File: src/rtl/core/double_space_press_detector_assert.svh
// Assertion macros for the double space press detector.
// Depends on clk_i and rst_ni being visible in the module that includes it.
`ifndef DOUBLE_SPACE_PRESS_DETECTOR_ASSERT_SVH
`define DOUBLE_SPACE_PRESS_DETECTOR_ASSERT_SVH

// Same-cycle implication, checked outside reset.
`define DSPD_ASSERT_NOW(label, ante, cons) \
  label: assert property (@(posedge clk_i) disable iff (!rst_ni) (ante) |-> (cons)) \
    else $error("dspd assertion failed");

// Next-cycle implication, checked outside reset.
`define DSPD_ASSERT_NEXT(label, ante, cons) \
  label: assert property (@(posedge clk_i) disable iff (!rst_ni) (ante) |=> (cons)) \
    else $error("dspd assertion failed");

`endif

File: src/rtl/core/dspd_pkg.sv
// Shared types, constants and helpers for the double space press detector.
// No dependencies.
package dspd_pkg;

  localparam int KEY_W    = 8;
  localparam int STAMP_W  = 32;
  localparam int CFG_W    = 16;
  localparam int CFG_IDX_W = 3;

  localparam logic [KEY_W-1:0] KEY_SPACE = 8'h20;

  localparam logic [CFG_W-1:0] WINDOW_RST = 16'd400;
  localparam logic [CFG_W-1:0] STUCK_RST  = 16'd2000;
  localparam logic [CFG_W-1:0] GUARD_RST  = 16'd1200;

  typedef enum logic [CFG_IDX_W-1:0] {
    CfgEnable   = 3'd0,
    CfgDsMode   = 3'd1,
    CfgWindow   = 3'd2,
    CfgStuck    = 3'd3,
    CfgGuard    = 3'd4
  } cfg_idx_e;

  typedef enum logic [2:0] {
    StIgnored    = 3'd0,
    StTextKey    = 3'd1,
    StReleased   = 3'd2,
    StRepeat     = 3'd3,
    StSuppressed = 3'd4,
    StArmed      = 3'd5,
    StTriggered  = 3'd6,
    StRearmed    = 3'd7
  } status_e;

  typedef struct packed {
    logic             enable;
    logic             ds_mode;
    logic [CFG_W-1:0] window;
    logic [CFG_W-1:0] stuck;
    logic [CFG_W-1:0] guard;
  } cfg_t;

  typedef struct packed {
    logic [KEY_W-1:0]   key_code;
    logic               key_down;
    logic [STAMP_W-1:0] time_ms;
    logic               text_input_active;
  } evt_t;

  typedef struct packed {
    logic    trigger;
    status_e status;
    logic    stuck_cleared;
  } res_t;

  // Letters, digits, keypad digits and punctuation codes.
  function automatic logic is_text_key(input logic [KEY_W-1:0] k);
    return k inside {[8'h30:8'h39], [8'h41:8'h5A], [8'h60:8'h69],
                     [8'hBA:8'hC0], [8'hDB:8'hE2]};
  endfunction

endpackage

File: src/rtl/core/dspd_eval.sv
// Detector state and per-event decision logic.
// Depends on dspd_pkg.
module dspd_eval
  import dspd_pkg::*;
#(
  parameter int TIME_BITS = 32
) (
  input  logic clk_i,
  input  logic rst_ni,
  input  cfg_t cfg_i,
  input  logic take_i,
  input  evt_t item_i,
  output res_t res_o
);

  logic [63:0]          now_wide;
  logic [TIME_BITS-1:0] now;
  logic [TIME_BITS-1:0] el_press, el_text, el_rel;
  logic                 hold_fresh, in_guard, in_window;

  logic                 held_q, held_d;
  logic                 first_q, first_d;
  logic [TIME_BITS-1:0] press_q, press_d;
  logic [TIME_BITS-1:0] rel_q, rel_d;
  logic [TIME_BITS-1:0] text_q, text_d;

  // Timestamps wrap modulo 2^TIME_BITS.
  assign now_wide = 64'(item_i.time_ms);
  assign now      = now_wide[TIME_BITS-1:0];

  assign el_press = now - press_q;
  assign el_text  = now - text_q;
  assign el_rel   = now - rel_q;

  assign hold_fresh = 64'(el_press) <= 64'(cfg_i.stuck);
  assign in_guard   = (text_q != '0) && (64'(el_text) <= 64'(cfg_i.guard));
  assign in_window  = (rel_q != '0) && (64'(el_rel) <= 64'(cfg_i.window));

  always_comb begin
    res_o   = '{trigger: 1'b0, status: StIgnored, stuck_cleared: 1'b0};
    held_d  = held_q;
    first_d = first_q;
    press_d = press_q;
    rel_d   = rel_q;
    text_d  = text_q;
    if (cfg_i.enable && cfg_i.ds_mode) begin
      if (item_i.key_code != KEY_SPACE) begin
        if (item_i.key_down && is_text_key(item_i.key_code)) begin
          text_d       = now;
          res_o.status = StTextKey;
        end
      end else if (!item_i.key_down) begin
        held_d       = 1'b0;
        rel_d        = now;
        res_o.status = StReleased;
      end else if (held_q && hold_fresh) begin
        res_o.status = StRepeat;
      end else begin
        res_o.stuck_cleared = held_q;
        press_d = now;
        held_d  = 1'b1;
        rel_d   = '0;
        if (in_guard || item_i.text_input_active) begin
          first_d      = 1'b0;
          res_o.status = StSuppressed;
        end else if (!first_q) begin
          first_d      = 1'b1;
          res_o.status = StArmed;
        end else if (in_window) begin
          first_d       = 1'b0;
          res_o.trigger = 1'b1;
          res_o.status  = StTriggered;
        end else begin
          first_d      = 1'b1;
          res_o.status = StRearmed;
        end
      end
    end
  end

  always_ff @(posedge clk_i or negedge rst_ni) begin
    if (!rst_ni) begin
      held_q  <= 1'b0;
      first_q <= 1'b0;
      press_q <= '0;
      rel_q   <= '0;
      text_q  <= '0;
    end else if (take_i) begin
      held_q  <= held_d;
      first_q <= first_d;
      press_q <= press_d;
      rel_q   <= rel_d;
      text_q  <= text_d;
    end
  end

endmodule

File: config.mk
export PLATFORM = sky130hd
export DESIGN_NAME = dspd_eval
export DESIGN_NICKNAME = d
export VERILOG_FILES = /design/src/rtl/core/double_space_press_detector_assert.svh /design/src/rtl/core/dspd_pkg.sv /design/src/rtl/core/dspd_eval.sv
export SDC_FILE = /design/constraint.sdc
export NUM_CORES = 1
export LEC_CHECK = 0
export BUFFER_PORTS_ARGS = -buffer_cell sky130_fd_sc_hd__buf_2
export CORE_MARGIN = 1.5
export CORE_UTILIZATION = 50
export DETAILED_ROUTE_END_ITERATION = 10
export GPL_TIMING_DRIVEN = 0
export PLACE_DENSITY_LB_ADDON = 0.3
export SYNTH_ARGS = -nofsm -noshare
export SYNTH_HDL_FRONTEND = slang
export SYNTH_SLANG_ARGS = --single-unit
File: constraint.sdc
create_clock -name clk_i -period 5.8 [get_ports clk_i]
set_input_delay 0.58 -clock clk_i [delete_from_list [all_inputs] [get_ports clk_i]]
set_output_delay 0.58 -clock clk_i [all_outputs]
set_load 0.05 [all_outputs]
# == After elaboration in Yosys (flattened, before gate mapping) ==
# Cells that the tools add are included.
# word_totals
word_cells,66
output_inout_bits,5
regBits,98
# op_classes
n_lt_le_gt_ge,13
n_mux,24
n_eq_ne,2
reduce_logical,17
n_addsub,3
bitwise,2
# op_table
cell,n
<= comparator 32 x 16 -> 1 bit,3
subtractor 32 bit,3
two-way mux 32 bit,2
nonzero test 32 bit,2
greater-or-equal comparator 8 x 7 -> 1 bit (second input constant),2
greater-or-equal comparator 8 bit (second input constant),2
<= comparator 8 x 7 -> 1 bit (second input constant),2
<= comparator 8 bit (second input constant),2
two-way mux 1 bit,16
logical AND 1 bit,10
two-way mux 3 bit,3
greater-or-equal comparator 8 x 6 -> 1 bit (second input constant),1
<= comparator 8 x 6 -> 1 bit (second input constant),1
!= test 8 x 6 -> 1 bit (second input constant),1
AND reduction 4 bit,2
two-way mux 5 bit,1
AND reduction 5 bit,1
nonzero test 5 bit,1
two-way mux 2 bit,2
!= test 2 bit (second input constant),1
inverter 1 bit,2
logical OR 1 bit,1

# == Depth between registers and ports, before layout ==
# depth
depth_word,10
ltp_mapped,23

# == Least setup slack after synthesis ==
# Ideal clock, no wire load.
# synth_timing
kind,input to output
from,in item_i[1] (netlist bit)
to,out res_o[4] (netlist bit)
path_stages,21
t_arrival_ns,5.066
slack_ns,0.154
required_time_ns,5.220
path_buffers,0
cell_sequence,inv_1 > ha_1 > fa_1 > nand2b_1 > a21oi_2 > o21ai_1 > a211oi_1 > nor2_1 > xnor2_1 > ha_1 > nand3_1 > or4_1 > a21o_1 > o211ai_1 > a211oi_1 > o221ai_1 > nor4_1 > nand4b_1 > o41ai_2 > nor2_1 > and3_1
# synth_lines
element,line_no,source
start: declaration,dspd_eval.sv:12,"input evt_t item_i,"
end: declaration,dspd_eval.sv:13,output res_t res_o

==> results.md <==
* Main area contributors after synthesis: dfrtp_1 (22%), ha_1 (16%), inv_1 (5.4%)
* Area leader, netlist: dfrtp_1
* Synth Area in Simple Gates at 0.161
* CTS tree: done
* Unrepaired setup endpoints after global routing: true
* Reg-to-reg startpoint: press_q[3]
* Final period util at 1.01
* Grt total ovfl at 0
* Crit-path max cell delay at 0.57 ns
* Number of I/O port buffers at 98
* Total number of H-tree levels at 3
* Share of cells above drive strength 1 at 0.197
* Area share of fa/ha/maj cells after synthesis at 0.165
* Synthesized Nets at 1,571
* Root Driver: clkbuf_16
* First-pass iteration count of the detailed router at 5
* Worst Path Required at 5.22 ns
* CP Max Fanout at 6
* Synth warn at 0
* Synth Area in Compound Gates at 0.245
* Maxcap violations at 0
* Clock Latency Late Sink at 0.35 ns
* DR vias at 10,308
* Vias in the first global route at 9,792
* WL/cell at 16.9 µm
* Syn-to-layout area delta at 15.8%
* Async set or reset register ratio after synthesis at 1.00
* Synth top area share at 0.221
* DR iter-0 viols at 515
* GRT Total Usage at 0.249
* FF/Latch Area at 2450 µm²
* Critical path endpoint category: output pin
* Post-route DRC at 0
* Max Buffers Root-to-Sink at 2
* Placement Setup Slack at -0.809 ns
* Critical Path AT at 5.27 ns
* Fin worst setup slack at -0.0523 ns
* Core Region at 21,800 µm²
* Skew final at 0.0115 ns
* Largest net degree at the start of global routing at 57
* Slew headroom at 0.430
* Hold Vio Cnt, Final at 0
* Die span in y at 152 µm
* Cell area power density at 213 nW/µm²
* Sequential cell area fraction in the yosys report at 0.221
* Most common cell in the netlist: inv_1
* Mux cell area share after synthesis at 0.0824
* Worst VDD drop at 0.126 mV
* Cell area after placement at 12,000 µm²
* Failing checks: setup timing
* Initial Util at 0.510
* Post-synth EDFFs at 0
* Routed WL at 29,500 µm
* CP Class: in2out
* Cells along the critical path: buf_2, ha_1, a21oi_1, o21ba_2, a211oi_2, nor3_2, o221ai_1, xor2_1, ha_1, nand4_1, or4_4, o22ai_2, nand3_1, or4_4, a2111oi_4, o2111ai_2, a31oi_1, o21bai_1, buf_4
* I/O Pins at 100
* RePlAce Congestion at 0.930
* Main synth FF type: dfrtp_1
* Rows at 54
* Slowest cell on the critical path: or4_4
* Leakage at 5.83 nW
* Achievable Freq at 171 MHz
* Multi-input gate area at 8190 µm²
* Vias per inst at 5.89
* Synth Register Bits at 98
* Synth Area in XOR/XNOR at 0.0520
* Yosys cell types at 80
* Status: complete, but fails checks
* CP Launch Point: item_i[5]
* TritonCTS Buffers at 9
* Synthesized area at 11,100 µm²
* Nets at 1,703
* Largest family of logic cells by synthesized area: compound AO/OA/AOI/OAI gates
* Max Transition Viols Final at 0
* Initial antenna violation count at 1
* Die W at 152 µm
* Crit path launch type: input pin
* CTS sink count at 98
* Finish-stage setup viols at 1
* Syn avg cell area at 8.35 µm²
* First-pass GRT wire length at 47,700 µm
* Fillers at 2,010
* Design Area, Final at 12,900 µm²
* Final ANT Viol Nets at 0
* Min Tclk post-route at 5.85 ns
* Hold WC Path Type: in2async
* Post-Synthesis Cells at 1,332
* Reg clk slew, reported paths at 0.07 ns
* Die area at 23,100 µm²
* Slew @ Worst Pin at 0.834 ns
* Synth cell count leaders: inv_1 (159), ha_1 (141), a21oi_1 (107)
* HPWL after DPL at 23,900 µm
registers in the layout (all words and copies together) (netlist names):
name     count
first_q      1
held_q       1
press_q     32
rel_q       32
text_q      32
path summary, 6_finish.rpt:
check,to,slack (ns),cells past startpoint
worst max-delay path,res_o[1],-0.05,19
worst min-delay path,rel_q[29],0.21,1
worst max register to register,press_q[26],0.54,23
worst min register to register,press_q[2],0.50,1
max in group asynchronous,press_q[9],4.92,2
min in group clk_i,press_q[0],0.49,2
layer usage:
| metal | global-route usage | routed length (µm) | vias to the layer above |
|---|---|---|---|
| li1 | - | - | 5151 |
| met1 | 0.327 | 13200 | 4831 |
| met2 | 0.430 | 14100 | 275 |
| met3 | 0.0183 | 1430 | 51 |
| met4 | 0.0902 | 754 | 0 |
| met5 | 0 | 0 | - |
through the flow:
step           utilization  std cells  TNS (ns)  total power, mW  hold WS, ns
5_1_grt              0.590       1750    -0.576             2.94        0.260
2_1_floorplan            -       1332         0             1.70        0.284
3_3_place_gp         0.548       1710    -11.43             1.98        0.479
3_5_place_dp         0.549       1711    -16.16             2.01        0.486
4_1_cts              0.574       1737   -0.0941             2.68        0.227
6_report             0.590       1750   -0.0523             2.75        0.208
cells in the final DEF, fill, tap and decap left out, types with 26 or more instances in the layout:
| cell type | instances |
|---|---|
| nand2_1 | 92 |
| mux2_2 | 33 |
| nand3_1 | 26 |
| xnor2_1 | 43 |
| buf_2 | 100 |
| nand4_1 | 35 |
| a21oi_1 | 101 |
| a21o_1 | 30 |
| ha_1 | 137 |
| clkbuf_1 | 27 |
| mux2_4 | 28 |
| nor2_1 | 64 |
| o21ai_0 | 64 |
| o21a_1 | 27 |
| inv_1 | 156 |
| a22o_1 | 33 |
| dfrtp_1 | 98 |
power by group:
group | total, mW | internal, mW | switching, mW
registers | 0.784 | 0.738 | 0.0458
clock network | 0.623 | 0.351 | 0.272
logic | 1.34 | 0.565 | 0.774
total | 2.75 | 1.65 | 1.09
cells by family after synthesis:
family | count (synthesis)
AOI/OAI and AO/OA | 401
and+or+nand+nor | 348
xor gates and xnor gates | 66
buffers and inverters | 201
DFF | 98
muxes | 73
adders and majority gates | 145
critical path, delay by kind of cell:
kind                       cells  cell delay [ns]
buffers and inverters          2             0.36
adders and majority gates      2             0.70
xor gates and xnor gates       1             0.19
and+or+nand+nor                5             1.60
AOI/OAI and AO/OA              9             1.82
repair_timing:
action / 4_1_cts / 5_1_grt
gates resized for setup: 35 / 50
setup endpoints to repair: 33 / 33
pin swaps: 14 / 24
hold buffers: 0 / 0
buffers inserted: 10 / 12
final cells by class:
cell class,count,share of cell area
Timing Repair Buffer,121,0.0569
Clock inverter,6,0.00554
Sequential cell,98,0.190
Inverter,160,0.0471
Tap cell,280,0.0272
Multi-Input combinational cell,1033,0.636
Antenna cell,1,0.000194
Clock buffer,10,0.0186
Buffer,41,0.0178
Power figures use the tool's default switching activity.
