### config.mk
export PLATFORM = sky130hd
export DESIGN_NAME = dspd_cfg
export DESIGN_NICKNAME = d
export VERILOG_FILES = /design/src/rtl/core/double_space_press_detector_assert.svh /design/src/rtl/core/dspd_pkg.sv /design/src/rtl/core/dspd_cfg.sv
export SDC_FILE = /design/constraint.sdc
export NUM_CORES = 1
export LEC_CHECK = 0
export ABC_AREA = 1
export BUFFER_PORTS_ARGS = -buffer_cell sky130_fd_sc_hd__buf_2
export CORE_AREA = 2 2 68 70
export CTS_CLUSTER_DIAMETER = 150
export CTS_CLUSTER_SIZE = 40
export DETAILED_ROUTE_END_ITERATION = 8
export DIE_AREA = 0 0 70 72
export PLACE_DENSITY_LB_ADDON = 0.12
export SYNTH_ARGS = -nofsm -noshare
export SYNTH_HDL_FRONTEND = slang
export SYNTH_SLANG_ARGS = --single-unit
### constraint.sdc
create_clock -name clk_i -period 0.9 [get_ports clk_i]
set_clock_uncertainty 0.15 [all_clocks]
set_input_delay 0.225 -clock clk_i [delete_from_list [all_inputs] [get_ports clk_i]]
set_output_delay 0.225 -clock clk_i [all_outputs]
set_load 0.005 [all_outputs]
### src/rtl/core/double_space_press_detector_assert.svh
// Assertion macros for the double space press detector.
// Depends on clk_i and rst_ni being visible in the module that includes it.
`ifndef DOUBLE_SPACE_PRESS_DETECTOR_ASSERT_SVH
`define DOUBLE_SPACE_PRESS_DETECTOR_ASSERT_SVH

// Same-cycle implication, checked outside reset.
`define DSPD_ASSERT_NOW(label, ante, cons) \
  label: assert property (@(posedge clk_i) disable iff (!rst_ni) (ante) |-> (cons)) \
    else $error("dspd assertion failed");

// Next-cycle implication, checked outside reset.
`define DSPD_ASSERT_NEXT(label, ante, cons) \
  label: assert property (@(posedge clk_i) disable iff (!rst_ni) (ante) |=> (cons)) \
    else $error("dspd assertion failed");

`endif

### src/rtl/core/dspd_pkg.sv
// Shared types, constants and helpers for the double space press detector.
// No dependencies.
package dspd_pkg;

  localparam int KEY_W    = 8;
  localparam int STAMP_W  = 32;
  localparam int CFG_W    = 16;
  localparam int CFG_IDX_W = 3;

  localparam logic [KEY_W-1:0] KEY_SPACE = 8'h20;

  localparam logic [CFG_W-1:0] WINDOW_RST = 16'd400;
  localparam logic [CFG_W-1:0] STUCK_RST  = 16'd2000;
  localparam logic [CFG_W-1:0] GUARD_RST  = 16'd1200;

  typedef enum logic [CFG_IDX_W-1:0] {
    CfgEnable   = 3'd0,
    CfgDsMode   = 3'd1,
    CfgWindow   = 3'd2,
    CfgStuck    = 3'd3,
    CfgGuard    = 3'd4
  } cfg_idx_e;

  typedef enum logic [2:0] {
    StIgnored    = 3'd0,
    StTextKey    = 3'd1,
    StReleased   = 3'd2,
    StRepeat     = 3'd3,
    StSuppressed = 3'd4,
    StArmed      = 3'd5,
    StTriggered  = 3'd6,
    StRearmed    = 3'd7
  } status_e;

  typedef struct packed {
    logic             enable;
    logic             ds_mode;
    logic [CFG_W-1:0] window;
    logic [CFG_W-1:0] stuck;
    logic [CFG_W-1:0] guard;
  } cfg_t;

  typedef struct packed {
    logic [KEY_W-1:0]   key_code;
    logic               key_down;
    logic [STAMP_W-1:0] time_ms;
    logic               text_input_active;
  } evt_t;

  typedef struct packed {
    logic    trigger;
    status_e status;
    logic    stuck_cleared;
  } res_t;

  // Letters, digits, keypad digits and punctuation codes.
  function automatic logic is_text_key(input logic [KEY_W-1:0] k);
    return k inside {[8'h30:8'h39], [8'h41:8'h5A], [8'h60:8'h69],
                     [8'hBA:8'hC0], [8'hDB:8'hE2]};
  endfunction

endpackage

### src/rtl/core/dspd_cfg.sv
// Configuration register bank of the double space press detector.
// Depends on dspd_pkg.
module dspd_cfg
  import dspd_pkg::*;
(
  input  logic                 clk_i,
  input  logic                 rst_ni,
  input  logic                 we_i,
  input  logic [CFG_IDX_W-1:0] idx_i,
  input  logic [CFG_W-1:0]     wdata_i,
  output cfg_t                 cfg_o
);

  cfg_t cfg_q;

  always_ff @(posedge clk_i or negedge rst_ni) begin
    if (!rst_ni) begin
      cfg_q <= '{enable: 1'b1, ds_mode: 1'b1, window: WINDOW_RST,
                 stuck: STUCK_RST, guard: GUARD_RST};
    end else if (we_i) begin
      case (idx_i)
        CfgEnable: cfg_q.enable  <= wdata_i[0];
        CfgDsMode: cfg_q.ds_mode <= wdata_i[0];
        CfgWindow: cfg_q.window  <= wdata_i;
        CfgStuck:  cfg_q.stuck   <= wdata_i;
        CfgGuard:  cfg_q.guard   <= wdata_i;
        default: ; // drop writes beyond the register list
      endcase
    end
  end

  assign cfg_o = cfg_q;

endmodule

### Yosys cells after proc, flatten, opt, wreduce, memory -nomap -nowiden

Index checks and enable logic that the tools add are counted.

* bits in registers: 50
* input port bits: 22
* output and inout bits: 50
* word-level logic and storage cells: 15

* eq/ne operators: 4
* reductions and logical operators: 6

Operators by type and width (number)
* AND reduction 2 bit: 5
* == test 3 x 2 -> 1 bit (second input constant): 2
* == test 3 x 1 -> 1 bit (second input constant): 1
* == test 3 bit (second input constant): 1
* zero test 3 bit: 1

### Longest topological paths before layout

Gate-level depths: netlist of the first run.

* word-level depth: 2
* depth in mapped cells: 6
* gate-level depth less buffers: 5

### Worst setup path before layout of the first run

OpenSTA, ideal clock, no wires.

* path type: input to register
* from: input we_i
* to: register cfg_q, in the netlist cfg_o[21]
* library setup time: 116 ps
* arrival: 793 ps
* required time: 634 ps
* path slack: -160 ps
* stages on the path: 6
* path buffers: 1
* cells stage by stage: inv_1 > nor2_2 > nand2_2 > buf_6 > nand2_1 > nand2_1

* cells in the longest elaborated chain, start to end: 1

RTL lines
* start, declared: RTL line dspd_cfg.sv:8 `input logic we_i,`
* AND reduction 2 bit (no source line)
* end signal, assigned: RTL line dspd_cfg.sv:18 `cfg_q <= '{enable: 1'b1, ds_mode: 1'b1, window: WINDOW_RST,`
* end, declared: RTL line dspd_cfg.sv:14 `cfg_t cfg_q;`

Every way passes these cells.
A chain may end at the register's enable or synchronous reset.

### Final worst setup path of the first run

* from: register cfg_q, in the netlist cfg_o[5]
* to: output cfg_o[5] (netlist name)

RTL lines
* end, declared: RTL line dspd_cfg.sv:11 `output cfg_t cfg_o`

No word-level cell between the ends.

==> results_dict.tcl, run 1 <==
set metrics [dict create \
    status "complete, but fails checks" \
    violations "negative hold slack, negative setup slack" \
    io_buffers 71 \
    synthToLayoutAreaGrowth_pct 48.72 \
    synth-simple-area-share_pct 33.80 \
    final_hold_viol_count 7 \
    synth_edf_count 0 \
    die_w_um 70 \
    largest_register_ff_count 50 \
    synth_commonest_cells "nand2_1 (120), dfrtp_1 (35), nand3_1 (34), dfstp_2 (15)" \
    antenna_found_initial 0 \
    grt_usage_pct 21.13 \
    leakage_uw 0.001692 \
    ys_ff_latch 50 \
    grt_pass1_wl_mm 8.266 \
    synth_xor_area_share_pct 0 \
    critPathRequiredTime_ns 0.52 \
    synth.area.mux_share_pct 0 \
    clock_sinks 50 \
    timing.hold.ws_ns -0.01760 \
    power_uw 6217 \
    clk_pin_slew_ns 0.10 \
    wire_per_inst_um 13.68 \
    synthesis.instances 228 \
    core.rowCount 24 \
    p_comb_share_pct 25.8 \
    yosysMostFrequentCell "nand2_1" \
    syn-cell-area_um2 2054 \
    grt_max_degree 33 \
    yosysSeqAreaShare_pct 61.81 \
    synth_top_family_by_area "simple AND/OR/NAND/NOR gates" \
    r2r_end "cfg_o[36]$_DFFE_PN1P_" \
    cts_tree "yes" \
    synth_top_area_share_pct 42.63 \
    drive_above_1_share_pct 47.04 \
    fin_ws_ns -0.4469 \
    hp-start "wdata_i[8]" \
    cp-end-kind "output port" \
    h-tree-depth 2 \
    dp.final_hpwl_mm 3.463 \
    r2r_start "cfg_o[36]$_DFFE_PN1P_" \
    ir_drop_v 0.001276 \
    synth.area.top_cells "dfrtp_1 (43%), nand2_1 (22%), dfstp_2 (19%)" \
    grt_pass1_vias 1718 \
    drv_cap 0 \
    hold_path_depth 3 \
    crit_slowest_cell "dfstp_2" \
    yosysWarnings 0 \
    instances_no_fill 390 \
    crit_path_max_fanout 2 \
    finalMaxSlewViolations 0 \
    synth_top_cell_by_area "dfrtp_1" \
    drt_iter0_markers 124 \
    max_stage_delay_ns 0.56 \
    diodes 0 \
    setup_viol 52 \
    coreArea_um2 4264 \
    synth_ff_type "dfrtp_1" \
    crit_family "flip-flops" \
    power.density_nw_per_um2 2035 \
    gr-total-overflow 0 \
    switchingPower_uw 1730 \
    hold_buffers 1 \
    path_cells "buf_2" \
    post-place-cells 356 \
    gp_congestion 0.7715 \
    switching_share_pct 27.83 \
    die_h_um 72 \
    path_class "reg -> out" \
    via_per_inst 4.754 \
    fmax_mhz 742.4 \
    cp-start-kind "flop" \
    reg2reg_depth 4 \
    intPower_uw 4487 \
    r2r_setup_slack_ns -0.11 \
    dieArea_um2 5040 \
    clk_latency_ns 0.30 \
    slew_headroom_pct 84.71 \
    synth_fa_ha_area_share_pct 0 \
    clock-root-buffer "clkbuf_8" \
    numCtsBuffers 5 \
    cts_buffer_depth 2 \
    nets 359 \
    power_frac_seq_pct 48.2 \
    worst_pin_slew_ns 0.2294 \
    drtPass1Iterations 4 \
    async_flop_share_pct 100.0 \
    holdPathEnd "cfg_o[24]$_DFFE_PN1P_" \
    vias 1854 \
    boundaryPins 72 \
    crit_arrival_ns 0.97 \
    ys_types 15 \
    min_path_type "in -> reg" \
    rsz0062_at_grt "yes" \
    drtAntennaViolNets 0 \
    drc 0 \
    start_util_pct 48.18 \
    synth_compound_area_share_pct 0 \
    syn-num-nets 250 \
    pwr-share-clk_pct 26.0 \
    period_minus_slack_ns 1.347 \
    worst-path-buf-inv 1 \
    wl_mm 5.335 \
    post-route-period-util_pct 149.7 \
    avgSynthCellArea_um2 9.011 \
]
-- final cells by class --
type,instances,area (µm²)
clock inverters,3,43.79
inverters,6,30.03
well taps,52,65.06
fillers,342,1209
clock buffers,5,68.82
multi-input cells,164,784.5
flip-flops and latches,50,1270
repair buffers,110,793.3
-- power by group through the flow --
stage	sequential, µW	clock [µW]	combinational (µW)
3_3_place_gp	3010	0	1160
5_1_grt	3040	1740	1780
2_1_floorplan	3050	0	438
6_report	3000	1610	1610
3_5_place_dp	3020	0	1180
4_1_cts	2970	1640	1330
-- cell usage in the layout, fill, tap and decap left out --
master           n
dfrtp_1         35
clkbuf_4         1
dlygate4sd3_1    1
inv_8            1
nand2_8          3
nand2_4          1
buf_4           23
nand2_2         14
buf_6           14
nand3_2          1
dfstp_2         15
nor2_1           1
inv_2            3
nand2_1        107
nor2_4           4
nand3_1         33
buf_2           65
clkinv_2         1
clkbuf_8         5
inv_6            1
bufinv_16        1
buf_12           6
inv_1            2
-- how the worst max path moves through the flow --
stage | startpoint | endpoint | slack, ns | cells after the start
2_1_floorplan | idx_i[1] | cfg_o[11]$_DFFE_PN0P_ | -0.10 | 5
3_3_place_gp | we_i | cfg_o[9]$_DFFE_PN0P_ | -0.28 | 6
3_5_place_dp | we_i | cfg_o[36]$_DFFE_PN1P_ | -0.31 | 6
4_1_cts | cfg_o[5]$_DFFE_PN1P_ | cfg_o[5] | -0.45 | 1
5_1_grt | cfg_o[5]$_DFFE_PN1P_ | cfg_o[5] | -0.48 | 1
6_report | cfg_o[5]$_DFFE_PN1P_ | cfg_o[5] | -0.45 | 1
-- kinds of logic (layout without fill, tap and decap cells) --
kind of cell | count (synthesis) | in the layout
simple gates | 163 | 164
flops | 50 | 50
buf+inv | 15 | 124
-- metrics by stage --
stage	hold WS (ns)	TNS (ns)	utilization, %	area (µm²)	setup slack [ns]
global placement	0.06175	-14.10	60.92	2597	-0.2777
global route	-0.02829	-18.74	71.65	3055	-0.4805
floorplan	-0.2206	-2.591	-	2091	-0.1024
CTS	-0.02585	-17.22	65.87	2809	-0.4485
finish	-0.01760	-16.94	71.65	3055	-0.4469
detailed placement	0.05826	-15.11	60.92	2597	-0.3094
-- metal layers --
layer,part of all wire (%),track usage [%]
met4,1.1,6.410
met1,47,29.59
met3,5.2,4.861
met2,47,33.33
met5,0,0
-- repair_timing --
action                     CTS  global route
gates cloned                 0             2
resized for setup            1            33
setup endpoints to repair   51            80
pin swaps                    0            11
setup buffers               11            17
hold endpoints to repair    64             4
No activity file was read; power rests on OpenSTA's default activity.
==> run 2, diff against run 1 <==
- RECOVER_POWER: unset -> 100
==> run 2 against run 1 <==
The run still ends with negative hold slack, negative setup slack left; final cell count unchanged; critical endpoint unchanged; clock-buffer cell count is the same; first-iteration DRC count is 16% higher.
==> results_dict.tcl, run 2 (synthesis gave the netlist of run 1 again) <==
set metrics [dict create \
    dieArea_um2 5040 \
    fin_ws_ns -0.4469 \
    wl_mm 5.324 \
    vias 1859 \
    grt_pass1_vias 1718 \
    boundaryPins 72 \
    cp-start-kind "flop" \
    post-route-period-util_pct 149.7 \
    synthToLayoutAreaGrowth_pct 47.69 \
    nets 359 \
    seq_area_um2 1270 \
    timing.hold.ws_ns -0.01763 \
    drive_above_1_share_pct 46.75 \
    multi_input_area_um2 784.5 \
    grt_usage_pct 21.13 \
    cts_tree "yes" \
    clock-root-buffer "clkbuf_8" \
    drc 0 \
    coreArea_um2 4264 \
    fill_cells 351 \
    worst-path-buf-inv 1 \
    drtAntennaViolNets 0 \
    via_per_inst 4.767 \
    status "complete, but fails checks" \
    worst_pin_slew_ns 0.2892 \
    rsz0062_at_grt "yes" \
    max_stage_delay_ns 0.56 \
    finalMaxSlewViolations 0 \
    setup_viol 74 \
    wire_per_inst_um 13.65 \
    path_class "reg -> out" \
    gr-total-overflow 0 \
    ir_drop_v 0.001274 \
    grt_pass1_wl_mm 8.266 \
    numCtsBuffers 5 \
    min_path_type "in -> reg" \
    io_buffers 71 \
    power.density_nw_per_um2 2044 \
    start_util_pct 48.18 \
    fmax_mhz 742.4 \
    dp.final_hpwl_mm 3.463 \
    crit_path_max_fanout 2 \
    critPathRequiredTime_ns 0.52 \
    h-tree-depth 2 \
    hold_buffers 1 \
    clk_pin_slew_ns 0.10 \
    die_h_um 72 \
    placed_cell_area_um2 2597 \
    crit_arrival_ns 0.97 \
    clock_sinks 50 \
    largest_register_ff_count 50 \
    crit_family "flip-flops" \
    tns_ns -17.31 \
    die_w_um 70 \
    grt_max_degree 33 \
    antenna_found_initial 0 \
    slew_headroom_pct 80.72 \
    crit_slowest_cell "dfstp_2" \
    drt_iter0_markers 144 \
    period_minus_slack_ns 1.347 \
    diodes 0 \
    layout_common_cells "nand2_1 (107), buf_2 (64), dfrtp_1 (35)" \
    core.rowCount 24 \
    final_area_um2 3034 \
    cts_buffer_depth 2 \
    leakage_uw 0.001678 \
    gp_congestion 0.7715 \
    drtPass1Iterations 4 \
    final_hold_viol_count 7 \
    clk_latency_ns 0.30 \
    violations "negative hold slack, negative setup slack" \
    layout_commonest_cell "nand2_1" \
    cp-end-kind "output port" \
    drv_cap 0 \
    path_cells "buf_2" \
]
[run 2: worst reg2reg max path: stages, from the launching register on]
cell,delay (ns)
dfstp_2,0.55
buf_6,0.09
buf_6,0.08
nand2_2,0.04
nand2_1,0.06
[run 2: cell type report]
class | count | area share, %
Tap cell | 52 | 2.144
Clock buffer | 5 | 2.268
Multi-Input combinational cell | 164 | 25.86
Sequential cell | 50 | 41.86
Inverter | 6 | 0.8660
Timing Repair Buffer | 110 | 25.57
Clock inverter | 3 | 1.443
[run 2: routing by layer]
layer  vias to the layer above  GRT usage, %  part of all wire, %
met4                         0         6.410                  1.1
li1                        931             -                    -
met1                       870         29.59                   47
met3                         7         4.861                  5.3
met5                         -             0                    0
met2                        51         33.33                   47
[run 2: metrics by stage]
stage                     utilization [%]  power [µW]  worst slack, ns  std cells
after detailed placement            60.92        4194          -0.3094        356
after global routing                71.16        6556          -0.4805        390
final                               71.16        6201          -0.4469        390
after CTS                           65.87        5947          -0.4485        376
after global placement              60.92        4172          -0.2777        356
after floorplan                         -        3487          -0.1024        228
[run 2: timing repair]
| action | 4_1_cts | 5_1_grt |
|---|---|---|
| setup endpoints to repair | 51 | 80 |
| pin swaps | 0 | 11 |
| setup buffers | 11 | 17 |
| endpoints found under the hold margin | 64 | 4 |
| gates resized for setup | 1 | 33 |
| gates cloned | 0 | 2 |
[run 2: power breakdown]
| part | switching, µW | internal, µW | total, µW | leakage [µW] |
|---|---|---|---|---|
| registers | 239 | 2760 | 3000 | 0.000597 |
| clock network | 779 | 834 | 1610 | 0.0000585 |
| logic | 707 | 885 | 1590 | 0.00102 |
[run 2: path summary, 6_finish.rpt]
kind / cells past startpoint / start / slack (ns) / endpoint
min: 3 / wdata_i[8] / -0.02 / cfg_o[24]$_DFFE_PN1P_
max in group asynchronous: 3 / rst_ni / 0 / cfg_o[39]$_DFFE_PN1P_
min reg2reg: 2 / cfg_o[10]$_DFFE_PN1P_ / 0.32 / cfg_o[10]$_DFFE_PN1P_
min in group asynchronous: 3 / rst_ni / 0.30 / cfg_o[14]$_DFFE_PN0P_
max: 1 / cfg_o[5]$_DFFE_PN1P_ / -0.45 / cfg_o[5]
max reg2reg: 4 / cfg_o[36]$_DFFE_PN1P_ / -0.11 / cfg_o[36]$_DFFE_PN1P_
